==> src/rtl/core/gke_pkg.sv <==
// ----------------------------------------------------------------------------
// gke_pkg
// types, constants and the exponent table of the gaussian kernel evaluator
// ----------------------------------------------------------------------------
`default_nettype none

package gke_pkg;

	localparam int ACC_W          = 48;
	localparam int HALF_W         = ACC_W / 2;
	localparam int EXP_TABLE_SIZE = 256;
	localparam int EXP_IDX_W      = $clog2(EXP_TABLE_SIZE);
	localparam int SERIES_TERMS   = 24;
	localparam int QUEUE_DEPTH    = 2;

	localparam logic [30:0] LOG2E_Q30       = 31'd1549082005;
	localparam logic [31:0] LN2_Q32         = 32'd2977044472;
	localparam logic [31:0] INV_SIGMA_RESET = 32'd65536;

	typedef struct packed {
		logic [ACC_W-1:0] dist2;
		logic             sat;
	} dist_entry_t;

	typedef logic [EXP_TABLE_SIZE-1:0][15:0] exp_tab_t;

	// 2^-(i/size) in q1.15 from a truncated taylor series of exp(-i*ln2/size)
	function automatic exp_tab_t build_exp_tab();
		exp_tab_t    tab;
		logic [63:0] z;
		logic [63:0] term;
		logic [63:0] sum;
		for (int i = 0; i < EXP_TABLE_SIZE; i++) begin
			z    = (64'(i) * 64'(LN2_Q32)) / 64'(EXP_TABLE_SIZE);
			term = 64'd1 << 32;
			sum  = term;
			for (int k = 1; k <= SERIES_TERMS; k++) begin
				term = ((term * z) >> 32) / 64'(k);
				if (k[0]) begin
					sum = sum - term;
				end else begin
					sum = sum + term;
				end
			end
			tab[i] = 16'((sum + (64'd1 << 16)) >> 17);
		end
		return tab;
	endfunction

	localparam exp_tab_t EXP_TAB = build_exp_tab();

endpackage

`default_nettype wire

==> src/rtl/core/gke_if.sv <==
// ----------------------------------------------------------------------------
// gke_if
// valid/ready channels of the kernel evaluator: pairs, results, configuration
// ----------------------------------------------------------------------------
`default_nettype none

interface gke_in_if;
	logic               valid;
	logic               ready;
	logic signed [15:0] elem_a;
	logic signed [15:0] elem_b;
	logic               last;

	modport source (output valid, output elem_a, output elem_b, output last, input ready);
	modport sink (input valid, input elem_a, input elem_b, input last, output ready);
endinterface


`default_nettype wire

==> src/rtl/core/gke_front.sv <==
// ----------------------------------------------------------------------------
// gke_front
// squared-difference pipeline and saturating distance accumulator
// ----------------------------------------------------------------------------
`default_nettype none

module gke_front (
	input  logic                clk,
	input  logic                arst_n,
	gke_in_if.sink              elems,
	output logic                push_valid,
	input  logic                push_ready,
	output gke_pkg::dist_entry_t push_data
);
	import gke_pkg::*;

	logic               valid_s1;
	logic               valid_s2;
	logic [15:0]        absd_s1;
	logic               last_s1;
	logic [31:0]        sq_s2;
	logic               last_s2;
	logic [ACC_W-1:0]   acc_q;
	logic               sat_q;
	logic signed [16:0] diff;
	logic [15:0]        absd;
	logic [ACC_W:0]     sum;
	logic               ovf;
	logic [ACC_W-1:0]   acc_next;
	logic               stall;

	assign diff = {elems.elem_a[15], elems.elem_a} - {elems.elem_b[15], elems.elem_b};
	assign absd = diff[16] ? 16'(~diff + 17'sd1) : diff[15:0];

	assign sum      = {1'b0, acc_q} + (ACC_W + 1)'(sq_s2);
	assign ovf      = sum[ACC_W];
	assign acc_next = ovf ? '1 : sum[ACC_W-1:0];

	assign push_valid      = valid_s2 && last_s2;
	assign push_data.dist2 = acc_next;
	assign push_data.sat   = sat_q | ovf;

	assign stall       = push_valid && !push_ready;
	assign elems.ready = !stall;

	always_ff @(posedge clk or negedge arst_n) begin
		if (!arst_n) begin
			valid_s1 <= 1'b0;
			valid_s2 <= 1'b0;
			acc_q    <= '0;
			sat_q    <= 1'b0;
		end else if (!stall) begin
			valid_s1 <= elems.valid;
			valid_s2 <= valid_s1;
			if (valid_s2) begin
				if (last_s2) begin
					acc_q <= '0;
					sat_q <= 1'b0;
				end else begin
					acc_q <= acc_next;
					sat_q <= sat_q | ovf;
				end
			end
		end
	end

	always_ff @(posedge clk) begin
		if (!stall) begin
			absd_s1 <= absd;
			last_s1 <= elems.last;
			sq_s2   <= 32'(absd_s1) * 32'(absd_s1);
			last_s2 <= last_s1;
		end
	end

endmodule

`default_nettype wire

==> src/flat_wrapper.sv <==
// flat-port wrapper written by rule: the top's interface ports become plain ports
module gke_front_flat import gke_pkg::*;
  (clk, arst_n, push_valid, push_ready, push_data, elems_valid, elems_elem_a, elems_elem_b, elems_last, elems_ready);
  gke_in_if elems_i ();
  input  logic clk;
  input  logic arst_n;
  output logic push_valid;
  input  logic push_ready;
  output gke_pkg::dist_entry_t push_data;
  input wire logic [$bits(elems_i.valid)-1:0] elems_valid;
  input wire logic [$bits(elems_i.elem_a)-1:0] elems_elem_a;
  input wire logic [$bits(elems_i.elem_b)-1:0] elems_elem_b;
  input wire logic [$bits(elems_i.last)-1:0] elems_last;
  output wire logic [$bits(elems_i.ready)-1:0] elems_ready;
  assign elems_i.valid = elems_valid;
  assign elems_i.elem_a = elems_elem_a;
  assign elems_i.elem_b = elems_elem_b;
  assign elems_i.last = elems_last;
  assign elems_ready = elems_i.ready;
  gke_front u_core (.clk(clk), .arst_n(arst_n), .elems(elems_i), .push_valid(push_valid), .push_ready(push_ready), .push_data(push_data));
endmodule
==> config.mk <==
export PLATFORM = sky130hd
export DESIGN_NAME = gke_front_flat
export DESIGN_NICKNAME = d
export VERILOG_FILES = /design/src/rtl/core/gke_pkg.sv /design/src/rtl/core/gke_if.sv /design/src/rtl/core/gke_front.sv /design/src/flat_wrapper.sv
export SDC_FILE = /design/constraint.sdc
export NUM_CORES = 1
export LEC_CHECK = 0
export BUFFER_PORTS_ARGS = -buffer_cell sky130_fd_sc_hd__buf_2
export CAP_MARGIN = 20
export CORE_MARGIN = 2
export CORE_UTILIZATION = 55
export DETAILED_ROUTE_END_ITERATION = 10
export GPL_TIMING_DRIVEN = 0
export HOLD_SLACK_MARGIN = 0.03
export PLACE_DENSITY = 0.73
export SETUP_SLACK_MARGIN = 0.2
export SLEW_MARGIN = 20
export SYNTH_ARGS = -nofsm -noshare
export SYNTH_HDL_FRONTEND = slang
export SYNTH_SLANG_ARGS = --single-unit
export TNS_END_PERCENT = 30
==> constraint.sdc <==
create_clock -name clk -period 17.4 [get_ports clk]
set_clock_uncertainty 0.05 [all_clocks]
set_input_delay 0.87 -clock clk [delete_from_list [all_inputs] [get_ports clk]]
set_output_delay 0.87 -clock clk [all_outputs]
set_load 0.01 [all_outputs]
# After elaboration in Yosys (flattened, before gate mapping)
# Index checks and enable logic that the tools add are counted.
# totals
inputBits	37
ff_bits	101
word_cells	24
out_inout_bits	51
# op_classes
add_sub_neg	3
n_mux	4
multipliers	1
reduce_logical	5
bitwise	3
# op_table
operator	n
48-bit 2-to-1 mux	2
48-bit by 32-bit adder with 49-bit output	1
16-bit by 16-bit multiplier with 32-bit output	1
16-bit by 16-bit subtractor with 17-bit output	1
16-bit by 2-bit adder with 16-bit output, second input constant	1
16-bit 2-to-1 mux	1
16-bit NOT	1
1-bit logical AND	2
1-bit zero test	2
2-bit AND reduction	1
1-bit 2-to-1 mux	1
1-bit NOT	1
1-bit bitwise OR	1

# Depth between registers and ports, before layout
# depth
depth_word	4
depth_mapped	25
depth_no_buf	24

# Least setup slack after synthesis
# Ideal clock, no wire load.
# synth_path
path_type	flip-flop to flip-flop
from	reg u_core.absd_s1[8]
to	reg u_core.sq_s2[30] (data pin)
setup_ps	265
t_required_ps	17085
setup_slack_ps	10947
arrival_time_ps	6138
path_stages_with_launch	26
path_cell_list	edfxtp_1 clkbuf_1 nand2_1 inv_1 fa_1 inv_1 fa_1 inv_1 fa_1 inv_1 fa_1 inv_1 fa_1 inv_1 fa_1 inv_1 ha_1 a21o_1 a21o_1 a21o_1 a31o_2 a41o_1 a211oi_1 nand2b_1 o21ai_0 xor2_1
# synth_between
elab_chain_cells	1
# synth_lines
item	line_no	rtl
start, declared	gke_front.sv:19	logic [15:0] absd_s1;
start signal, assigned	gke_front.sv:69	absd_s1 <= absd;
16-bit by 16-bit multiplier with 32-bit output	gke_front.sv:71	sq_s2 <= 32'(absd_s1) * 32'(absd_s1);
end signal, assigned	gke_front.sv:71	
end, declared	gke_front.sv:21	logic [31:0] sq_s2;
# No other way between the ends.
# A chain may end at the register's enable or synchronous reset.

# Worst setup path in the final report
# layout_path
from	reg u_core.absd_s1[8]
to	reg u_core.sq_s2[29] (data pin)
# Same word-level chain as after synthesis.

==> metrics.yaml <==
clock_tree:
  post_cts_buffers: 0
  cts_root_buffer: "clkbuf_16"
  clk_latency_ns: 0.36
  cts_resized: 0
  clockBufferDepth: 2
  holdBufCountCts: 0
  clk_pin_slew_ns: 0.08
  cts_tree: "done"
  clkSinkCount: 100
  cts_buffers: 9
  htreeDepth: 3
synthesis:
  synth_common_cells: "291 x inv_1, 164 x fa_1, 147 x ha_1, 144 x nand2_1, 77 x a21oi_1"
  yosysTopAreaCellShare_pct: 23.3
  netlist_instances: 1557
  async_flop_share_pct: 51.0
  ys_seq_area_share_pct: 19.5
  synth.ff_latch_count: 100
  synth_most_common_cell: "inv_1"
  synth_edf_count: 49
  synth_top_area_cell: "fa_1"
  syn_avg_cell_area_um2: 9.06
  synth_warnings: 0
  synth.area.top_cells: "fa_1 23%, ha_1 13%, edfxtp_1 10%"
  synthFlopType: "dfrtp_1"
  synth_cell_types: 67
  syn_nets: 1905
  synth_area_um2: 14100
global_route:
  grt_first_pass_wirelength_mm: 52.7
  met2_usage_pct: 41.2
  busiest_layer: "met2"
  grt_util_met1_pct: 32.9
  grt_overflow: 0
  grt_max_degree: 55
  antenna_found_initial: 0
  grt.total_usage_pct: 24.3
  grt_util_met3_pct: 2.98
  grt_pass1_vias: 11056
detailed_routing:
  ant_nets: 0
  drt_first_iter_violations: 825
  routed_wirelength_mm: 31.8
  vias: 11004
  first_pass_iters: 5
  avgViaCountPerCell: 5.53
  drc: 0
  wl_per_cell_um: 16.0
hold_path:
  hp-class: "flip-flop to flip-flop"
  holdPathEnd: "u_core.last_s2"
  hold_start: "u_core.last_s1"
  hold_path_depth: 0
critical_path:
  crit_arrival_ns: 7.46
  cpMostUsedCell: "inv_1"
  slowest_delay_ns: 0.66
  cp_num_buf_inv: 8
  ff2ff_setup_slack_ns: 10.0
  worstSetupEndpointType: "flip-flop"
  worst-path-max-fanout: 10
  critPathLaunchType: "flip-flop"
  rr_startpoint: "u_core.absd_s1[8]"
  crit_family: "adder cells"
  r2r-end: "u_core.sq_s2[29]"
  critical_path_class: "flip-flop to flip-flop"
  cp_slowest_cell: "a221oi_1"
  r2r_cells: 25
  critPathRequiredTime_ns: 17.46
sta:
  finalSetupViolations: 0
  period_share_pct: 42.5
  rsz0062_at_grt: "no"
  finalMaxSlewViolations: 0
  setup_slack_ns: 10.0
  worst_slew_pin_slew_ns: 0.830
  fmax_mhz: 135
  relSlewSlack_pct: 43.3
  hold_viol: 0
  setup_tns_ns: 0
  holdWs_ns: 0.376
  post-route-min-period_ns: 7.40
die:
  rows: 58
  design.die.area_um2: 26900
  io_pins: 88
  core_region_area_um2: 25200
  initial_utilization_pct: 56.0
  die_h_um: 164
  die_w_um: 164
final_layout:
  n_antenna_cell: 0
  final_layout_size_suffix_gt1_share_pct: 7.89
  nNetsFinal: 2003
  syn_to_final_growth_pct: 8.25
run_status:
  status: "completed"
placed_design:
  hpwl_mm: 25.8
  io_buffers: 87
  pre_cts_slack_ns: 9.94
  place.gp.congestion: 0.911
flow_run:
  cap_violations: 0
## registers in the layout, summed over array words and instances (netlist names)
signal	cells
u_core.valid_s1	1
u_core.absd_s1	16
u_core.acc_q	48
u_core.sq_s2	31
u_core.sat_q	1
u_core.valid_s2	1
u_core.last_s2	1
u_core.last_s1	1
## metrics by stage
step	util, %	cell area, um2	cells
2_1_floorplan	-	14100	1557
3_3_place_gp	59.4	15000	1974
3_5_place_dp	59.4	15000	1974
4_1_cts	60.6	15300	1990
5_1_grt	60.6	15300	1990
6_report	60.6	15300	1990
## placed cells by master (no fill, tap or decap), types with 23 or more instances in the layout
master,synthesis,routed
a22o_1,32,32
edfxtp_1,49,49
dfrtp_1,51,51
xnor2_1,57,57
inv_1,291,291
a21oi_1,77,77
nand3_1,23,23
a21o_1,38,38
fa_1,164,164
ha_1,147,147
and2_1,57,57
buf_2,1,87
o21ai_0,45,45
nor2_1,69,69
nand2_1,144,144
xor2_1,42,42
clkbuf_1,50,50
## layer usage
metal | wire [um] | part of all wire, % | up-vias
met5 | 0 | 0 | -
met2 | 15500 | 49 | 274
met3 | 1470 | 4.6 | 44
li1 | - | - | 5323
met1 | 14200 | 45 | 5363
met4 | 629 | 2.0 | 0
## how the worst max path moves through the flow
stage	from	end	depth (start not counted)
after floorplan	u_core.absd_s1[8]	u_core.sq_s2[30]	25
after global placement	u_core.absd_s1[8]	u_core.sq_s2[25]	25
after detailed placement	u_core.absd_s1[8]	u_core.sq_s2[29]	25
after CTS	u_core.absd_s1[8]	u_core.sq_s2[29]	25
after global routing	u_core.absd_s1[8]	u_core.sq_s2[25]	25
final	u_core.absd_s1[8]	u_core.sq_s2[29]	25
## logic make-up after synthesis
family	after synthesis	share of synthesized area, %
AND/OR/NAND/NOR	387	13.3
multiplexers	10	0.736
flip-flops	100	19.5
buffers and inverters	344	9.22
adder cells (fa/ha/maj)	311	36.3
AO/OA/AOI/OAI	306	14.8
XOR/XNOR	99	6.15
## area by class of cell
class,instances,area [um2]
multi-input combinational,1113,10100
fill,2174,9910
sequential,100,2750
inverter,291,1090
timing repair buffer,87,438
tap,330,413
clock buffer,9,225
buffer,53,208
clock inverter,7,80.1
Power is left out: the tool's default activity adds up to more than one toggle a clock period on the data nets, which glitch-free logic cannot reach.
