===== config.mk =====
export PLATFORM = sky130hd
export DESIGN_NAME = gke_queue
export DESIGN_NICKNAME = d
export VERILOG_FILES = /design/src/rtl/core/gke_pkg.sv /design/src/rtl/core/gke_queue.sv
export SDC_FILE = /design/constraint.sdc
export NUM_CORES = 1
export LEC_CHECK = 0
export BUFFER_PORTS_ARGS = -buffer_cell sky130_fd_sc_hd__buf_2
export CORE_MARGIN = 3
export CORE_UTILIZATION = 48
export DETAILED_ROUTE_END_ITERATION = 10
export PLACE_DENSITY_LB_ADDON = 0.1
export RECOVER_POWER = 100
export SYNTH_ARGS = -nofsm -noshare
export SYNTH_HDL_FRONTEND = slang
export SYNTH_SLANG_ARGS = --single-unit

===== constraint.sdc =====
create_clock -name clk -period 4.1 [get_ports clk]
set_input_delay 0.82 -clock clk [delete_from_list [all_inputs] [get_ports clk]]
set_output_delay 0.82 -clock clk [all_outputs]
set_load 0.1 [all_outputs]

===== src/rtl/core/gke_pkg.sv =====
// ----------------------------------------------------------------------------
// gke_pkg
// types, constants and the exponent table of the gaussian kernel evaluator
// ----------------------------------------------------------------------------
`default_nettype none

package gke_pkg;

	localparam int ACC_W          = 48;
	localparam int HALF_W         = ACC_W / 2;
	localparam int EXP_TABLE_SIZE = 256;
	localparam int EXP_IDX_W      = $clog2(EXP_TABLE_SIZE);
	localparam int SERIES_TERMS   = 24;
	localparam int QUEUE_DEPTH    = 2;

	localparam logic [30:0] LOG2E_Q30       = 31'd1549082005;
	localparam logic [31:0] LN2_Q32         = 32'd2977044472;
	localparam logic [31:0] INV_SIGMA_RESET = 32'd65536;

	typedef struct packed {
		logic [ACC_W-1:0] dist2;
		logic             sat;
	} dist_entry_t;

	typedef logic [EXP_TABLE_SIZE-1:0][15:0] exp_tab_t;

	// 2^-(i/size) in q1.15 from a truncated taylor series of exp(-i*ln2/size)
	function automatic exp_tab_t build_exp_tab();
		exp_tab_t    tab;
		logic [63:0] z;
		logic [63:0] term;
		logic [63:0] sum;
		for (int i = 0; i < EXP_TABLE_SIZE; i++) begin
			z    = (64'(i) * 64'(LN2_Q32)) / 64'(EXP_TABLE_SIZE);
			term = 64'd1 << 32;
			sum  = term;
			for (int k = 1; k <= SERIES_TERMS; k++) begin
				term = ((term * z) >> 32) / 64'(k);
				if (k[0]) begin
					sum = sum - term;
				end else begin
					sum = sum + term;
				end
			end
			tab[i] = 16'((sum + (64'd1 << 16)) >> 17);
		end
		return tab;
	endfunction

	localparam exp_tab_t EXP_TAB = build_exp_tab();

endpackage

`default_nettype wire


===== src/rtl/core/gke_queue.sv =====
// ----------------------------------------------------------------------------
// gke_queue
// short fifo of finished distances between accumulator and exponent unit
// ----------------------------------------------------------------------------
`default_nettype none

module gke_queue (
	input  logic                 clk,
	input  logic                 arst_n,
	input  logic                 push_valid,
	output logic                 push_ready,
	input  gke_pkg::dist_entry_t push_data,
	output logic                 pop_valid,
	input  logic                 pop_ready,
	output gke_pkg::dist_entry_t pop_data
);
	import gke_pkg::*;

	localparam int PTR_W = (QUEUE_DEPTH > 1) ? $clog2(QUEUE_DEPTH) : 1;
	localparam int CNT_W = $clog2(QUEUE_DEPTH + 1);

	dist_entry_t      slots_q [QUEUE_DEPTH];
	logic [PTR_W-1:0] wr_ptr_q;
	logic [PTR_W-1:0] rd_ptr_q;
	logic [CNT_W-1:0] count_q;
	logic             push;
	logic             pop;

	assign push_ready = count_q != CNT_W'(QUEUE_DEPTH);
	assign pop_valid  = count_q != '0;
	assign pop_data   = slots_q[rd_ptr_q];
	assign push       = push_valid && push_ready;
	assign pop        = pop_valid && pop_ready;

	always_ff @(posedge clk or negedge arst_n) begin
		if (!arst_n) begin
			wr_ptr_q <= '0;
			rd_ptr_q <= '0;
			count_q  <= '0;
		end else begin
			if (push) begin
				wr_ptr_q <= (wr_ptr_q == PTR_W'(QUEUE_DEPTH - 1)) ? '0 : wr_ptr_q + PTR_W'(1);
			end
			if (pop) begin
				rd_ptr_q <= (rd_ptr_q == PTR_W'(QUEUE_DEPTH - 1)) ? '0 : rd_ptr_q + PTR_W'(1);
			end
			case ({push, pop})
				2'b10:   count_q <= count_q + CNT_W'(1);
				2'b01:   count_q <= count_q - CNT_W'(1);
				default: count_q <= count_q;
			endcase
		end
	end

	always_ff @(posedge clk) begin
		if (push) begin
			slots_q[wr_ptr_q] <= push_data;
		end
	end

endmodule

`default_nettype wire


After elaboration in Yosys (flattened, before gate mapping)
Memories as Yosys holds them, arrays and structs flattened.
Cells that the tools add are included.
{"block": "totals", "wordCells": 20, "out_inout_bits": 51, "register_bits": 4, "input_bits": 53, "mem_count": 1, "ram_bits": 98}
{"name": "slots_q", "words": 2, "word_bits": 49, "rd": 1, "rd_ports_with_merged_regs": 0, "write_ports": 1, "line": "gke_queue.sv:22", "rtl": "dist_entry_t slots_q [QUEUE_DEPTH];"}
{"block": "op_classes", "mux": 5, "n_reduce_logical": 4, "n_eq_ne": 3, "n_addsub": 4}
{"op": "$mux 1", "n": 4}
{"op": "$pmux 2 s2", "n": 1}
{"op": "$reduce_bool 2->1", "n": 2}
{"op": "$add 1x1->1 const B", "n": 2}
{"op": "$add 2x1->2 const B", "n": 1}
{"op": "$eq 2x1->1 const B", "n": 1}
{"op": "$eq 2x2->1 const B", "n": 1}
{"op": "$logic_and 1x1->1", "n": 2}
{"op": "$ne 2x2->1 const B", "n": 1}
{"op": "$sub 2x1->2 const B", "n": 1}

Longest topological paths before layout
Gate-level depths: netlist of run 1.
{"block": "logic_depth", "depth_word": 4, "mapped_depth": 6, "ltp_nobuf": 6}

Least setup slack after synthesis of run 1
OpenSTA, ideal clock, no wires.
{"block": "synth_path", "path_kind": "reg2reg", "from": "register count_q[0]", "to": "memory slots_q[0][0] in the netlist's numbering, enable pin", "path_buffers": 0, "period_less_slack_ns": 4.014, "required_time_ns": 3.644, "slack_ns": 0.086, "t_arrival_ns": 3.558, "path_stages_with_launch": 4, "cell_sequence": "dfrtp_1 > nand2b_1 > nand2_1 > nor2_1"}
{"block": "synth_via", "elab_chain_len": 4}
{"element": "from (decl)", "line": "gke_queue.sv:25", "rtl": "logic [CNT_W-1:0] count_q;"}
{"element": "from (signal assigned)", "line": "gke_queue.sv:48", "rtl": "2'b10: count_q <= count_q + CNT_W'(1);"}
{"element": "from (signal assigned)", "line": "gke_queue.sv:49", "rtl": "2'b01: count_q <= count_q - CNT_W'(1);"}
{"element": "from (signal assigned)", "line": "gke_queue.sv:50", "rtl": "default: count_q <= count_q;"}
{"element": "$ne 2x2->1", "line": "gke_queue.sv:29", "rtl": "assign push_ready = count_q != CNT_W'(QUEUE_DEPTH);"}
{"element": "net push_ready", "line": "gke_queue.sv:11", "rtl": "output logic push_ready,"}
{"element": "$logic_and 1x1->1", "line": "gke_queue.sv:32", "rtl": "assign push = push_valid && push_ready;"}
{"element": "$mux 1", "line": "gke_queue.sv:56", "rtl": "if (push) begin"}
{"element": "$mux 1 (implied by the code)", "line": "gke_queue.sv:57", "rtl": "slots_q[wr_ptr_q] <= push_data;"}
{"element": "to (decl)", "line": "gke_queue.sv:22"}
The timed path passes the listed nets, and every way through them passes these cells.

==> impl_metrics.yaml, run 1 <==
sta:
  timing.final.max_slew_violations: 35
  fmax_mhz: 290
  period_share_pct: 84.0
  final.setup.tns_ns: 0
  setup_viol: 0
  timing.final.crit_period_ns: 3.44
  grt_setup_unrepaired: "no"
  timing.final.hold_violations: 0
  max-slew-margin-rel_pct: -8.10
  timing_worst_slew_pin_value_ns: 1.62
  timing.clock.skew_ns: 0.00685
synth:
  synth.mux.area_fraction_pct: 15.0
  synth_cell_type_count: 15
  ys_top_cells_by_area: "sky130_fd_sc_hd__edfxtp_1, sky130_fd_sc_hd__mux2_2, sky130_fd_sc_hd__dfrtp_1"
  compound_gate_fraction_of_synth_area_pct: 0
  syn_area_um2: 3780
  yosys_warnings: 0
  syn-mean-instance-area_um2: 22.3
  adder_cell_share_of_the_synthesized_area_pct: 0.331
  synth_top_cell_area_share_pct: 77.8
  synth_seq_cells: 102
  synth_xor_area_share_pct: 1.16
  yosysTopAreaCell: "sky130_fd_sc_hd__edfxtp_1"
  synth-seq-area-share_pct: 80.4
  synth-main-ff-cell: "sky130_fd_sc_hd__edfxtp_1"
  main_combinational_cell_family_by_area_after_synthesis: "multiplexers"
  simple_gate_share_of_the_synthesized_area_pct: 1.02
  syn-num-nets: 224
  synth-edff-count: 98
  synthesized_instance_count: 170
  synth_async_sr_flop_share_pct: 3.92
global_route:
  grt_antenna_before_repair: 0
  grt_first_pass_wirelength_um: 8650
  grt_remaining_overflow: 0
  via_count_of_the_first_global_routing_pass: 1838
  grtUsageTotal_pct: 13.3
  maximum_number_of_pins_on_one_net_before_global_route_repair: 44
outcome:
  violated_checks: "capacitance limit, slew limit"
  status: "finished, violations left"
drt:
  detail_route.vias_per_cell: 4.77
  dr_total_vias: 1841
  drcViolationCount: 0
  route.antenna.remaining_nets: 0
  pre_repair_dr_iteration_count: 4
  wl_per_cell_um: 15.4
  drt_iter0_drcs: 41
  routed_wl_um: 5930
clock_tree:
  cts_htree_levels: 3
  clock_tree.root_cell: "sky130_fd_sc_hd__clkbuf_8"
  clock_insertion_delay_worst_skew_ns: 0.35
  cts-buffers-inserted: 9
  postCtsSetupBuffers: 0
  post_cts_resize_count: 0
  tritoncts: "yes"
  cts-root-to-sink-buffers: 2
  path_clk_slew_ns: 0.09
  tritoncts_num_sinks: 102
  cts_hold_buffers: 0
cells_and_area:
  mostFrequentLayoutCell: "sky130_fd_sc_hd__edfxtp_1"
  most-common-layout-cells: "sky130_fd_sc_hd__edfxtp_1, sky130_fd_sc_hd__buf_2, sky130_fd_sc_hd__clkbuf_1, sky130_fd_sc_hd__mux2_2, sky130_fd_sc_hd__clkbuf_2"
  finalNetCount: 336
  final_layout_size_suffix_gt1_share_pct: 43.6
  syn_to_final_growth_pct: 18.3
  antennaDiodeCount: 0
  final.fill_count: 608
die:
  die_width_um: 94.8
  design.die.area_um2: 8990
  starting_density_pct: 50.8
  boundaryPins: 104
  design.core.area_um2: 7450
  std_cell_rows: 31
  die_h_um: 94.8
critical_path:
  cp_data_required_time_ns: 3.28
  critPathArrivalTime_ns: 2.62
  timing.critical_path.fanout_max: 26
  critPathCaptureType: "primary output"
  criticalPathCategory: "reg -> out"
  startpoint_type: "register"
placed_design:
  dp_hpwl_um: 4000
  io_buffers: 103
  gp_routability_congestion: 0.688
flow_run:
  max_cap_viol_count: 1
hold_path:
  min-delay-path-class: "in -> async"
## flip-flops by register name, indices dropped and copies added (netlist names)
register  flops
slots_q      98
count_q       2
rd_ptr_q      1
wr_ptr_q      1
## per-stage QoR
step                setup WS, ns  utilization (%)  hold WS [ns]  instance area (um2)  std cells
floorplan                 0.0858                -         0.456                 3780        170
global placement            1.42             58.9         0.473                 4380        370
detailed placement          1.40             58.9         0.483                 4380        370
CTS                         1.01             61.2         0.246                 4560        386
global route               0.470             60.1         0.279                 4480        386
finish                     0.655             60.1         0.289                 4480        386
## synthesized netlist by cell type, types with 2 or more instances
cell type and number:
sky130_fd_sc_hd__xnor2_1 3, sky130_fd_sc_hd__clkbuf_8 5, sky130_fd_sc_hd__edfxtp_1 98, sky130_fd_sc_hd__nor2_1 2, sky130_fd_sc_hd__xor2_1 2, sky130_fd_sc_hd__dfrtp_1 4
sky130_fd_sc_hd__mux2_2 45, sky130_fd_sc_hd__mux2_4 4
## worst max-delay path, cell delays in order, from the launching register on
cell and delay (ns):
sky130_fd_sc_hd__dfrtp_1 1.07, sky130_fd_sc_hd__buf_4 0.45, sky130_fd_sc_hd__mux2_2 0.37, sky130_fd_sc_hd__clkbuf_2 0.37
## metal layers
layer / up-vias / track usage [%] / part of all wire (%)
li1: 887 / - / -
met1: 888 / 14.6 / 39
met2: 59 / 23.4 / 53
met3: 7 / 4.62 / 7.0
met4: 0 / 5.77 / 0.94
met5: - / 0 / 0
## layout make-up
type	count	area (um2)	share of cell area [%]
clock buffer	9	124	2.77
clock inverter	7	50.0	1.12
multi-input combinational	62	659	14.7
sequential	102	3040	67.9
tap	99	124	2.77
timing repair buffer	107	479	10.7
## final timing paths
kind	startpoint	slack (ns)	cells after the start	to
min in group clk	count_q[1]	0.50	1	count_q[1]
max in group asynchronous	arst_n	3.62	1	count_q[0]
worst max register to register	count_q[0]	1.10	3	slots_q[1][38]
worst max-delay path	rd_ptr_q	0.66	3	pop_data[4]
worst min register to register	count_q[1]	0.50	1	count_q[1]
worst min-delay path	arst_n	0.29	1	rd_ptr_q
## cells by family after synthesis
family        Yosys count
flops                 102
buf+inv                 6
xor+xnor                5
mux                    49
fa+ha+maj               1
simple gates            7
Power of run 1 is not shown: default switching activity piles up to over one toggle a cycle in this logic, so the estimate is an artifact.
==> run 2, diff against run 1 <==
--- a/config.mk
+++ b/config.mk
@@ -7,7 +7,7 @@
 export LEC_CHECK = 0
 export BUFFER_PORTS_ARGS = -buffer_cell sky130_fd_sc_hd__buf_2
 export CORE_MARGIN = 3
-export CORE_UTILIZATION = 48
+export CORE_UTILIZATION = 46
 export DETAILED_ROUTE_END_ITERATION = 10
 export PLACE_DENSITY_LB_ADDON = 0.1
 export RECOVER_POWER = 100
==> constraint.sdc (replaced) <==
create_clock -name clk -period 3.01 [get_ports clk]
set_input_delay 0.602 -clock clk [delete_from_list [all_inputs] [get_ports clk]]
set_output_delay 0.602 -clock clk [all_outputs]
set_load 0.1 [all_outputs]
==> run 2 against run 1 <==
Net effect: the run still ends with capacitance limit, slew limit left; first-iteration DRC count is 41% higher; non-clock buffer count is 1 lower; sequential share of layout area fell by 1.5 points; register-to-register slack lost 0.56 ns; critical path depth unchanged; cell count up 0.52%; critical endpoint is now pop_data[27].
==> impl_metrics.yaml, run 2 (synthesis gave the netlist of run 1 again) <==
outcome:
  status: "finished, violations left"
  violated_checks: "capacitance limit, slew limit"
sta:
  timing.final.hold_violations: 0
  timing.clock.skew_ns: 0.00758
  max-slew-margin-rel_pct: -0.131
  grt_setup_unrepaired: "no"
  setup_viol: 0
  final.setup.tns_ns: 0
  timing_worst_slew_pin_value_ns: 1.50
  period_share_pct: 90.0
  timing.final.crit_period_ns: 2.71
  fmax_mhz: 369
  timing.final.max_slew_violations: 1
global_route:
  grt_antenna_before_repair: 0
  grtUsageTotal_pct: 13.9
  via_count_of_the_first_global_routing_pass: 2054
  grt_first_pass_wirelength_um: 10100
  groute.layer.met3.usage_pct: 4.61
  gr-max-usage-layer: "met2"
  maximum_number_of_pins_on_one_net_before_global_route_repair: 40
  groute.layer.met1.usage_pct: 16.8
  use_met2_pct: 22.9
  grt_remaining_overflow: 0
critical_path:
  cp_data_required_time_ns: 2.41
  timing.critical_path.cells: "buf_12 -> mux2_2 -> clkbuf_2"
  startpoint_type: "register"
  critPathArrivalTime_ns: 2.11
  timing.critical_path.fanout_max: 30
  timing.critical_path.slowest_stage_cell: "sky130_fd_sc_hd__dfrtp_2"
  criticalPathCategory: "reg -> out"
  critPathMaxStageDelay_ns: 0.72
  critPathCaptureType: "primary output"
placed_design:
  io_buffers: 103
  gp_routability_congestion: 0.666
  dp_hpwl_um: 4130
cells_and_area:
  max_ffs_per_register: 98
  final_layout_size_suffix_gt1_share_pct: 50.7
  most-common-layout-cells: "sky130_fd_sc_hd__edfxtp_1, sky130_fd_sc_hd__clkbuf_2, sky130_fd_sc_hd__mux2_2, sky130_fd_sc_hd__buf_2, sky130_fd_sc_hd__clkbuf_1"
  top_regs: "slots_q: 98 flops, count_q: 2 flops"
  syn_to_final_growth_pct: 21.1
  antennaDiodeCount: 0
  mostFrequentLayoutCell: "sky130_fd_sc_hd__edfxtp_1"
  regMostFlops: "slots_q"
  final.fill_count: 659
  finalNetCount: 335
drt:
  route.antenna.remaining_nets: 0
  pre_repair_dr_iteration_count: 4
  drcViolationCount: 0
  drt_iter0_drcs: 58
  detail_route.vias_per_cell: 4.90
  dr_total_vias: 1900
  routed_wl_um: 6220
  wl_per_cell_um: 16.0
hold_path:
  min-delay-path-class: "in -> async"
die:
  design.die.area_um2: 9350
  die_width_um: 96.7
  starting_density_pct: 48.2
  boundaryPins: 104
  design.core.area_um2: 7850
  die_h_um: 96.7
  std_cell_rows: 32
clock_tree:
  post_cts_resize_count: 0
  cts_hold_buffers: 0
  postCtsSetupBuffers: 0
  path_clk_slew_ns: 0.09
  clock_insertion_delay_worst_skew_ns: 0.34
  clock_tree.root_cell: "sky130_fd_sc_hd__clkbuf_8"
  cts-buffers-inserted: 9
  cts-root-to-sink-buffers: 2
  tritoncts_num_sinks: 102
  tritoncts: "yes"
  cts_htree_levels: 3
flow_run:
  max_cap_viol_count: 1
==> run 2: final cells by class <==
type / instances / area, um2 / area share [%]
Clock buffer: 11 / 141 / 3.08
Sequential cell: 102 / 3040 / 66.4
Clock inverter: 5 / 82.6 / 1.80
Multi-Input combinational cell: 62 / 659 / 14.4
Timing Repair Buffer: 106 / 528 / 11.5
Tap cell: 102 / 128 / 2.78
==> run 2: final timing paths <==
check                                 endpoint  cells past startpoint  slack (ns)           from
worst max-delay path              pop_data[27]                      3        0.30       rd_ptr_q
worst min-delay path                count_q[1]                      1        0.07         arst_n
worst max register to register  slots_q[0][13]                      4        0.54     count_q[0]
worst min register to register      count_q[1]                      1        0.50     count_q[1]
max in group asynchronous             rd_ptr_q                      1        2.74         arst_n
min in group clk                slots_q[1][11]                      1        0.44  push_data[11]
==> run 2: stage by stage <==
| stage | setup WS, ns | util, % | instance area (um2) | hold slack [ns] | std cells |
|---|---|---|---|---|---|
| 2_1_floorplan | 0.0435 | - | 3790 | 0.306 | 170 |
| 3_3_place_gp | 0.726 | 56.3 | 4420 | 0.414 | 372 |
| 3_5_place_dp | 0.731 | 56.3 | 4420 | 0.418 | 372 |
| 4_1_cts | 0.325 | 59.2 | 4640 | 0.0247 | 388 |
| 5_1_grt | 0.169 | 58.4 | 4580 | 0.0687 | 388 |
| 6_report | 0.302 | 58.4 | 4580 | 0.0688 | 388 |
==> run 2: routing by layer <==
layer | vias up | wire length [um]
li1 | 887 | -
met2 | 64 | 3080
met1 | 939 | 2600
met3 | 10 | 451
met4 | 0 | 91
met5 | - | 0
==> run 2: worst max-delay path: cells and delay by family, from the launching register on <==
kind                   cells  cell delay (ns)
flip-flops                 1             0.72
multiplexers               1             0.36
buffers and inverters      2             0.66
Power of run 2 is left out for the same reason.
