## src/rtl/core/gke_pkg.sv

```systemverilog
// ----------------------------------------------------------------------------
// gke_pkg
// types, constants and the exponent table of the gaussian kernel evaluator
// ----------------------------------------------------------------------------
`default_nettype none

package gke_pkg;

	localparam int ACC_W          = 48;
	localparam int HALF_W         = ACC_W / 2;
	localparam int EXP_TABLE_SIZE = 256;
	localparam int EXP_IDX_W      = $clog2(EXP_TABLE_SIZE);
	localparam int SERIES_TERMS   = 24;
	localparam int QUEUE_DEPTH    = 2;

	localparam logic [30:0] LOG2E_Q30       = 31'd1549082005;
	localparam logic [31:0] LN2_Q32         = 32'd2977044472;
	localparam logic [31:0] INV_SIGMA_RESET = 32'd65536;

	typedef struct packed {
		logic [ACC_W-1:0] dist2;
		logic             sat;
	} dist_entry_t;

	typedef logic [EXP_TABLE_SIZE-1:0][15:0] exp_tab_t;

	// 2^-(i/size) in q1.15 from a truncated taylor series of exp(-i*ln2/size)
	function automatic exp_tab_t build_exp_tab();
		exp_tab_t    tab;
		logic [63:0] z;
		logic [63:0] term;
		logic [63:0] sum;
		for (int i = 0; i < EXP_TABLE_SIZE; i++) begin
			z    = (64'(i) * 64'(LN2_Q32)) / 64'(EXP_TABLE_SIZE);
			term = 64'd1 << 32;
			sum  = term;
			for (int k = 1; k <= SERIES_TERMS; k++) begin
				term = ((term * z) >> 32) / 64'(k);
				if (k[0]) begin
					sum = sum - term;
				end else begin
					sum = sum + term;
				end
			end
			tab[i] = 16'((sum + (64'd1 << 16)) >> 17);
		end
		return tab;
	endfunction

	localparam exp_tab_t EXP_TAB = build_exp_tab();

endpackage

`default_nettype wire

```

## src/rtl/core/gke_if.sv

```systemverilog
// ----------------------------------------------------------------------------
// gke_if
// valid/ready channels of the kernel evaluator: pairs, results, configuration
// ----------------------------------------------------------------------------
`default_nettype none


interface gke_out_if;
	logic        valid;
	logic        ready;
	logic [15:0] kernel_value;
	logic        acc_saturated;

	modport source (output valid, output kernel_value, output acc_saturated, input ready);
	modport sink (input valid, input kernel_value, input acc_saturated, output ready);
endinterface

interface gke_cfg_if;
	logic        valid;
	logic        ready;
	logic [31:0] data;

	modport source (output valid, output data, input ready);
	modport sink (input valid, input data, output ready);
endinterface

`default_nettype wire

```

## src/rtl/core/gke_back.sv

```systemverilog
// ----------------------------------------------------------------------------
// gke_back
// exponent sequencer: scale by inv_sigma, convert to base 2, table and shift
// ----------------------------------------------------------------------------
`default_nettype none

module gke_back (
	input  logic                 clk,
	input  logic                 arst_n,
	gke_cfg_if.sink              cfg,
	input  logic                 pop_valid,
	output logic                 pop_ready,
	input  gke_pkg::dist_entry_t pop_data,
	gke_out_if.source            result
);
	import gke_pkg::*;

	localparam logic [2:0] ST_IDLE = 3'd0;
	localparam logic [2:0] ST_HI   = 3'd1;
	localparam logic [2:0] ST_LO   = 3'd2;
	localparam logic [2:0] ST_SUM  = 3'd3;
	localparam logic [2:0] ST_LOG  = 3'd4;
	localparam logic [2:0] ST_TAB  = 3'd5;
	localparam logic [2:0] ST_FIN  = 3'd6;

	logic [2:0]           state_q;
	logic [31:0]          inv_q;
	logic [ACC_W-1:0]     dist_q;
	logic                 sat_q;
	logic [55:0]          phi_q;
	logic [55:0]          plo_q;
	logic [19:0]          x_q;
	logic [50:0]          ylog_q;
	logic                 zero_q;
	logic [15:0]          entry_q;
	logic [3:0]           n_q;
	logic                 out_valid_q;
	logic [15:0]          kernel_q;
	logic                 sat_out_q;
	logic [56:0]          p_sum;
	logic [20:0]          y_val;
	logic [28:0]          idx_prod;
	logic [EXP_IDX_W-1:0] idx;
	logic [16:0]          rounded;
	logic [15:0]          kernel_val;
	logic                 out_free;

	assign p_sum    = {21'b0, phi_q[11:0], 24'b0} + {1'b0, plo_q};
	assign y_val    = ylog_q[50:30];
	assign idx_prod = 29'(y_val[15:0]) * 29'(EXP_TABLE_SIZE);
	assign idx      = idx_prod[16 +: EXP_IDX_W];
	assign rounded  = 17'(entry_q) + ((17'd1 << n_q) >> 1);
	assign kernel_val = zero_q ? '0 : 16'(rounded >> n_q);
	assign out_free = !out_valid_q || result.ready;

	assign pop_ready            = state_q == ST_IDLE;
	assign cfg.ready            = 1'b1;
	assign result.valid         = out_valid_q;
	assign result.kernel_value  = kernel_q;
	assign result.acc_saturated = sat_out_q;

	always_ff @(posedge clk or negedge arst_n) begin
		if (!arst_n) begin
			state_q     <= ST_IDLE;
			inv_q       <= INV_SIGMA_RESET;
			out_valid_q <= 1'b0;
		end else begin
			if (cfg.valid) begin
				inv_q <= cfg.data;
			end
			if (state_q == ST_FIN && out_free) begin
				out_valid_q <= 1'b1;
			end else if (result.ready) begin
				out_valid_q <= 1'b0;
			end
			case (state_q)
				ST_IDLE: if (pop_valid) state_q <= ST_HI;
				ST_HI:   state_q <= ST_LO;
				ST_LO:   state_q <= ST_SUM;
				ST_SUM:  state_q <= ST_LOG;
				ST_LOG:  state_q <= ST_TAB;
				ST_TAB:  state_q <= ST_FIN;
				ST_FIN:  if (out_free) state_q <= ST_IDLE;
				default: state_q <= ST_IDLE;
			endcase
		end
	end

	always_ff @(posedge clk) begin
		case (state_q)
			ST_IDLE: begin
				if (pop_valid) begin
					dist_q <= pop_data.dist2;
					sat_q  <= pop_data.sat;
				end
			end
			ST_HI: begin
				phi_q <= 56'(dist_q[ACC_W-1:HALF_W]) * 56'(inv_q);
			end
			ST_LO: begin
				plo_q  <= 56'(dist_q[HALF_W-1:0]) * 56'(inv_q);
				zero_q <= |phi_q[55:12];
			end
			ST_SUM: begin
				zero_q <= zero_q | (|p_sum[56:36]);
				x_q    <= p_sum[35:16];
			end
			ST_LOG: begin
				ylog_q <= 51'(x_q) * 51'(LOG2E_Q30) + (51'd1 << 29);
			end
			ST_TAB: begin
				zero_q  <= zero_q | y_val[20];
				n_q     <= y_val[19:16];
				entry_q <= EXP_TAB[idx];
			end
			ST_FIN: begin
				if (out_free) begin
					kernel_q  <= kernel_val;
					sat_out_q <= sat_q;
				end
			end
			default: begin
			end
		endcase
	end

endmodule

`default_nettype wire

```

## src/flat_wrapper.sv

```systemverilog
// flat-port wrapper written by rule: the top's interface ports become plain ports
module gke_back_flat import gke_pkg::*;
  (clk, arst_n, pop_valid, pop_ready, pop_data, cfg_valid, cfg_data, cfg_ready, result_valid, result_kernel_value, result_acc_saturated, result_ready);
  gke_cfg_if cfg_i ();
  gke_out_if result_i ();
  input  logic clk;
  input  logic arst_n;
  input  logic pop_valid;
  output logic pop_ready;
  input  gke_pkg::dist_entry_t pop_data;
  input wire logic [$bits(cfg_i.valid)-1:0] cfg_valid;
  input wire logic [$bits(cfg_i.data)-1:0] cfg_data;
  output wire logic [$bits(cfg_i.ready)-1:0] cfg_ready;
  output wire logic [$bits(result_i.valid)-1:0] result_valid;
  output wire logic [$bits(result_i.kernel_value)-1:0] result_kernel_value;
  output wire logic [$bits(result_i.acc_saturated)-1:0] result_acc_saturated;
  input wire logic [$bits(result_i.ready)-1:0] result_ready;
  assign cfg_i.valid = cfg_valid;
  assign cfg_i.data = cfg_data;
  assign cfg_ready = cfg_i.ready;
  assign result_valid = result_i.valid;
  assign result_kernel_value = result_i.kernel_value;
  assign result_acc_saturated = result_i.acc_saturated;
  assign result_i.ready = result_ready;
  gke_back u_core (.clk(clk), .arst_n(arst_n), .cfg(cfg_i), .pop_valid(pop_valid), .pop_ready(pop_ready), .pop_data(pop_data), .result(result_i));
endmodule
```

## config.mk

```make
export PLATFORM = sky130hd
export DESIGN_NAME = gke_back_flat
export DESIGN_NICKNAME = d
export VERILOG_FILES = /design/src/rtl/core/gke_pkg.sv /design/src/rtl/core/gke_if.sv /design/src/rtl/core/gke_back.sv /design/src/flat_wrapper.sv
export SDC_FILE = /design/constraint.sdc
export NUM_CORES = 2
export LEC_CHECK = 0
export BUFFER_PORTS_ARGS = -buffer_cell sky130_fd_sc_hd__buf_2
export CAP_MARGIN = 30
export CORE_ASPECT_RATIO = 0.8
export CORE_UTILIZATION = 25
export CTS_CLUSTER_DIAMETER = 40
export DETAILED_ROUTE_END_ITERATION = 10
export HOLD_SLACK_MARGIN = 0.08
export PLACE_DENSITY = 0.36
export SKIP_LAST_GASP = 1
export SYNTH_ARGS = -nofsm -noshare
export SYNTH_HDL_FRONTEND = slang
export SYNTH_SLANG_ARGS = --single-unit
export TNS_END_PERCENT = 5
```

## constraint.sdc

```tcl
create_clock -name clk -period 10.43 [get_ports clk]
set_input_delay 1.043 -clock clk [delete_from_list [all_inputs] [get_ports clk]]
set_output_delay 1.043 -clock clk [all_outputs]
set_load 0.03 [all_outputs]
```

### Word level (Yosys, flattened, before mapping)

Memory sizes are Yosys's and may differ from the RTL's. A register that Yosys moved wholly into a read port is not among the register bits.
Index checks and enable logic that the tools add are counted.

| cells by class | value |
|---|---|
| add/subtract/negate cells | 3 |
| $mul | 3 |
| equal/unequal tests | 8 |
| shift operators | 2 |
| multiplexer cells | 6 |
| bitwise gates (word level) | 2 |
| reductions and logical operators | 11 |

Operators by type and width:

| kind | count |
|---|---|
| multiplier 24 x 32 -> 56 bit | 2 |
| adder 36 x 56 -> 57 bit | 1 |
| adder 51 x 30 -> 51 bit, second input constant | 1 |
| multiplier 20 x 31 -> 51 bit, second input constant | 1 |
| OR reduction 44 bit | 1 |
| case mux 3 bit (7 select lines) | 1 |
| OR reduction 21 bit | 1 |
| adder 16 x 16 -> 17 bit | 1 |
| left shift 1 x 4 -> 17 bit, first input constant | 1 |
| >> shifter 17 x 4 -> 16 bit | 1 |
| == test 3 bit, second input constant | 3 |
| == test 3 x 2 -> 1 bit, second input constant | 2 |
| two-way mux 3 bit | 2 |
| AND reduction 2 bit | 3 |
| == test 3 x 1 -> 1 bit, second input constant | 1 |
| zero test 3 bit | 1 |
| case mux 1 bit (3 select lines) | 1 |
| nonzero test 3 bit | 1 |
| two-way mux 1 bit | 2 |
| != test 2 x 1 -> 1 bit, second input constant | 1 |
| != test 2 bit, second input constant | 1 |
| OR 1 bit | 2 |
| nonzero test 2 bit | 1 |
| logical AND 1 bit | 1 |
| 2 further kinds | 2 |

| word-level totals | value |
|---|---|
| register bits | 290 |
| ROM bits | 4096 |
| input bits | 86 |
| output and inout port bits | 20 |
| word-level logic and storage cells | 49 |
| memories kept | 1 |

Memory list:

| name | depth | width | rd ports | clocked after memory_dff | wr ports | line | RTL |
|---|---|---|---|---|---|---|---|
| (no name shown) | 256 | 16 | 1 | 1 | 0 | gke_back.sv:114 | `entry_q <= EXP_TAB[idx];` |

### Longest topological paths before layout

| logic depth | value |
|---|---|
| depth after elaboration | 4 |
| mapped depth | 28 |

### Worst setup path before layout

Ideal clock, no wire load.

| path | value |
|---|---|
| kind | register -> register |
| from | register u_core.inv_q[9] |
| to | register u_core.phi_q[54], data pin |
| data arrival time | 6.886 ns |
| required time | 10.151 ns |
| slack | 3.265 ns |
| cell stages (with the launch flop) | 28 |
| period minus slack after synthesis | 7.165 ns |
| cell sequence | dfrtp_1 > clkbuf_1 > clkbuf_1 > nand2_1 > fa_1 > fa_1 > inv_1 > fa_1 > inv_1 > fa_1 > inv_1 > fa_1 > fa_1 > inv_1 > fa_1 > inv_1 > ha_1 > buf_2 > nand4_1 > or3_1 > nor3_2 > o311ai_0 > a22oi_1 > a21oi_1 > o31ai_1 > a21oi_1 > o2111ai_1 > o311ai_1 |

| on the way | value |
|---|---|
| cells in the longest elaborated chain, start to end | 1 |

RTL lines:

| element | line | RTL |
|---|---|---|
| start, declared | gke_back.sv:27 | `logic [31:0] inv_q;` |
| start signal, assigned | gke_back.sv:69 | `inv_q <= cfg.data;` |
| multiplier 24 x 32 -> 56 bit | gke_back.sv:98 | `phi_q <= 56'(dist_q[ACC_W-1:HALF_W]) * 56'(inv_q);` |
| end signal, assigned | gke_back.sv:98 |  |
| end, declared | gke_back.sv:30 | `logic [55:0] phi_q;` |

Every way passes these cells.
A chain may end at the register's enable or synchronous reset.

### Worst setup path after layout

| path | value |
|---|---|
| from | register u_core.inv_q[12] |
| to | register u_core.phi_q[53], data pin |

Same word-level chain as after synthesis.

==> impl_metrics.env <==
export IMPL_postRouteAntennaNets=0
export IMPL_syn_area_per_cell_um2=9.27
export IMPL_initial_core_util=0.253
export IMPL_antenna_found_initial=21
export IMPL_whs_endpoint="u_core.x_q[0]$_DFFE_PP_"
export IMPL_yosys_area_share_simple=0.149
export IMPL_postRouteWirelength_mm=242
export IMPL_yosysTopAreaCell="fa_1"
export IMPL_io_buffers=104
export IMPL_grt_pass1_wl_mm=369
export IMPL_drt_iter0_drc=3140
export IMPL_fp_dieW_um=603
export IMPL_synth_cells=7783
export IMPL_fin_nets=9964
export IMPL_clk_latency_ns=0.70
export IMPL_maxCapViolations=0
export IMPL_ys_top_cells_by_area="fa_1, ha_1, inv_1, edfxtp_1, and2_1"
export IMPL_core_rowCount=175
export IMPL_final_cell_area_mm2=0.0799
export IMPL_gp_routability_congestion=0.839
export IMPL_crit_fanout=22
export IMPL_yosysSeqAreaShare=0.102
export IMPL_timing_final_crit_share=0.857
export IMPL_reg2reg_slack_ns=1.49
export IMPL_hold_buffers=0
export IMPL_crit_type="reg -> reg"
export IMPL_grt_setup_unrepaired="no"
export IMPL_cts_buffers=68
export IMPL_post_cts_setup_buffers=0
export IMPL_cts_path_max_buffers=3
export IMPL_drive_above_1_share=0.0648
export IMPL_tns_ns=0
export IMPL_multi_input_area_mm2=0.0563
export IMPL_layout_area_seq_mm2=0.00743
export IMPL_grt_pass1_vias=56300
export IMPL_worstMarginPinSlew_ns=1.03
export IMPL_syn_num_nets=10100
export IMPL_min_from="u_core.plo_q[16]$_DFFE_PP_"
export IMPL_layout_cells_most_common="inv_1"
export IMPL_yosysUniqueCellTypes=87
export IMPL_grt_start_max_net_pins=108
export IMPL_core_mm2=0.286
export IMPL_yosys_mux_area_fraction=0.0115
export IMPL_cts_root_buf="clkbuf_16"
export IMPL_slew_headroom=0.314
export IMPL_drv_slew=0
export IMPL_synth_top_area_frac=0.425
export IMPL_hold_viol=0
export IMPL_die_area_mm2=0.291
export IMPL_arrival_ns=9.38
export IMPL_min_period_ns=8.94
export IMPL_overflow=0
export IMPL_async_flop_share=0.143
export IMPL_cts_resized=0
export IMPL_endpoint_kind="flip-flop"
export IMPL_synth_seq_cells=252
export IMPL_synthesis_area_mm2=0.0721
export IMPL_critPathRequiredTime_ns=10.87
export IMPL_min_path_type="reg -> reg"
export IMPL_cts_clk_slew_worst_paths_ns=0.05
export IMPL_synth_edf_count=216
export IMPL_fillers=30500
export IMPL_status="finished clean"
export IMPL_fmax_mhz=112
export IMPL_synthAdderAreaFrac=0.538
export IMPL_final_cell_mix="inv_1, fa_1, nand2_1"
export IMPL_die_h_um=482
export IMPL_synth_compound_area_frac=0.0660
export IMPL_dp_hpwl_mm=195
export IMPL_cts_tree="yes"
export IMPL_htree_levels=3
export IMPL_critPathLaunchType="flip-flop"
export IMPL_track_usage=0.169
export IMPL_dr_pass1_iters=6
export IMPL_whs_path_depth=0
export IMPL_area_growth_synth_to_final_pct=10.8
export IMPL_synth_ff_type="edfxtp_1"
export IMPL_io_pin_count=106
export IMPL_reg2reg_depth=25
export IMPL_synth_top_family_by_area="adder cells"
export IMPL_r2r_end="u_core.phi_q[53]$_DFFE_PP_"
export IMPL_viasPerCell=4.47
export IMPL_finClkSkew_ns=0.0648
export IMPL_drc=0
export IMPL_synth_xor_area_frac=0.0158
export IMPL_setup_viol=0
export IMPL_cts_sinks=252
export IMPL_ys_warn_count=0
export IMPL_num_vias=51600
export IMPL_wl_per_cell_um=20.9
export IMPL_placed_area_mm2=0.0774
export IMPL_reg2reg_from="u_core.inv_q[12]$_DFFE_PN0P_"
## metal layers
metal | part of all wire | up-vias | track usage
li1 | - | 23400 | -
met2 | 0.44 | 988 | 0.262
met3 | 0.036 | 208 | 0.0173
met1 | 0.51 | 27000 | 0.256
met4 | 0.016 | 6 | 0.0283
met5 | 0.00016 | - | 0
## logic make-up after synthesis
family / after synthesis
AOI/OAI and AO/OA: 727
xor gates and xnor gates: 130
adders and majority gates: 2183
buffers and inverters: 2249
DFF: 252
muxes: 68
other: 1
and+or+nand+nor: 2173
## worst max-delay path: stages (launching register included)
cell      delay (ns)
dfrtp_2         0.75
buf_4           0.39
buf_4           0.33
nand2_1         0.13
fa_1            0.58
inv_1           0.06
fa_1            0.55
fa_1            0.43
fa_1            0.56
fa_1            0.47
fa_1            0.51
inv_1           0.05
fa_1            0.47
inv_1           0.05
ha_1            0.38
nand2_1         0.18
nor4_1          0.52
and3_1          0.28
o211ai_1        0.23
a211oi_1        0.39
buf_4           0.25
o211ai_1        0.14
a21oi_1         0.37
and2_1          0.18
o21ai_0         0.08
a221oi_1        0.34
## worst max-delay path by stage
stage / start / end / slack [ns]
2_1_floorplan: u_core.inv_q[9]$_DFFE_PN0P_ / u_core.phi_q[54]$_DFFE_PP_ / 3.26
3_3_place_gp: u_core.dist_q[26]$_DFFE_PP_ / u_core.phi_q[53]$_DFFE_PP_ / 1.57
3_5_place_dp: u_core.inv_q[9]$_DFFE_PN0P_ / u_core.phi_q[54]$_DFFE_PP_ / 1.67
4_1_cts: u_core.inv_q[9]$_DFFE_PN0P_ / u_core.phi_q[54]$_DFFE_PP_ / 1.55
5_1_grt: u_core.inv_q[9]$_DFFE_PN0P_ / u_core.phi_q[54]$_DFFE_PP_ / 0.98
6_report: u_core.inv_q[12]$_DFFE_PN0P_ / u_core.phi_q[53]$_DFFE_PP_ / 1.49
## cell type report
| type | count | area share |
|---|---|---|
| Timing Repair Buffer | 266 | 0.0260 |
| Clock inverter | 49 | 0.00882 |
| Tap cell | 3805 | 0.0596 |
| Sequential cell | 252 | 0.0930 |
| Clock buffer | 77 | 0.0220 |
| Inverter | 1825 | 0.0857 |
| Antenna cell | 5 | 0.000157 |
| Multi-Input combinational cell | 5282 | 0.705 |
## synthesized netlist by cell type, drive strengths merged, types with 52 or more instances
| cell type | number |
|---|---|
| a211oi | 52 |
| a21o | 54 |
| a21oi | 202 |
| and2 | 801 |
| clkbuf | 391 |
| edfxtp | 216 |
| fa | 1532 |
| ha | 651 |
| inv | 1823 |
| nand2 | 936 |
| nand3 | 53 |
| nor2 | 180 |
| o21ai | 145 |
| xnor2 | 86 |
## state kept, by name (all words and copies together) (netlist names)
name,count
u_core.phi_q,56
u_core.dist_q,48
u_core.plo_q,40
u_core.inv_q,32
u_core.x_q,20
u_core.entry_q,16
u_core.result.kernel_value,16
u_core.ylog_q,13
u_core.n_q,4
u_core.state_q,3
u_core.result.acc_saturated,1
u_core.result.valid,1
u_core.sat_q,1
u_core.zero_q,1
## through the flow
step	hold slack (ns)	cells	setup WS, ns	utilization
finish	0.410	11600	1.49	0.280
global route	0.414	11600	0.980	0.280
CTS	0.410	11600	1.55	0.280
detailed placement	0.406	11400	1.67	0.271
global placement	0.405	11400	1.57	0.270
floorplan	0.400	7783	3.26	-
Power is left out: the tool's default activity adds up to more than one toggle a clock period on the data nets, which glitch-free logic cannot reach.
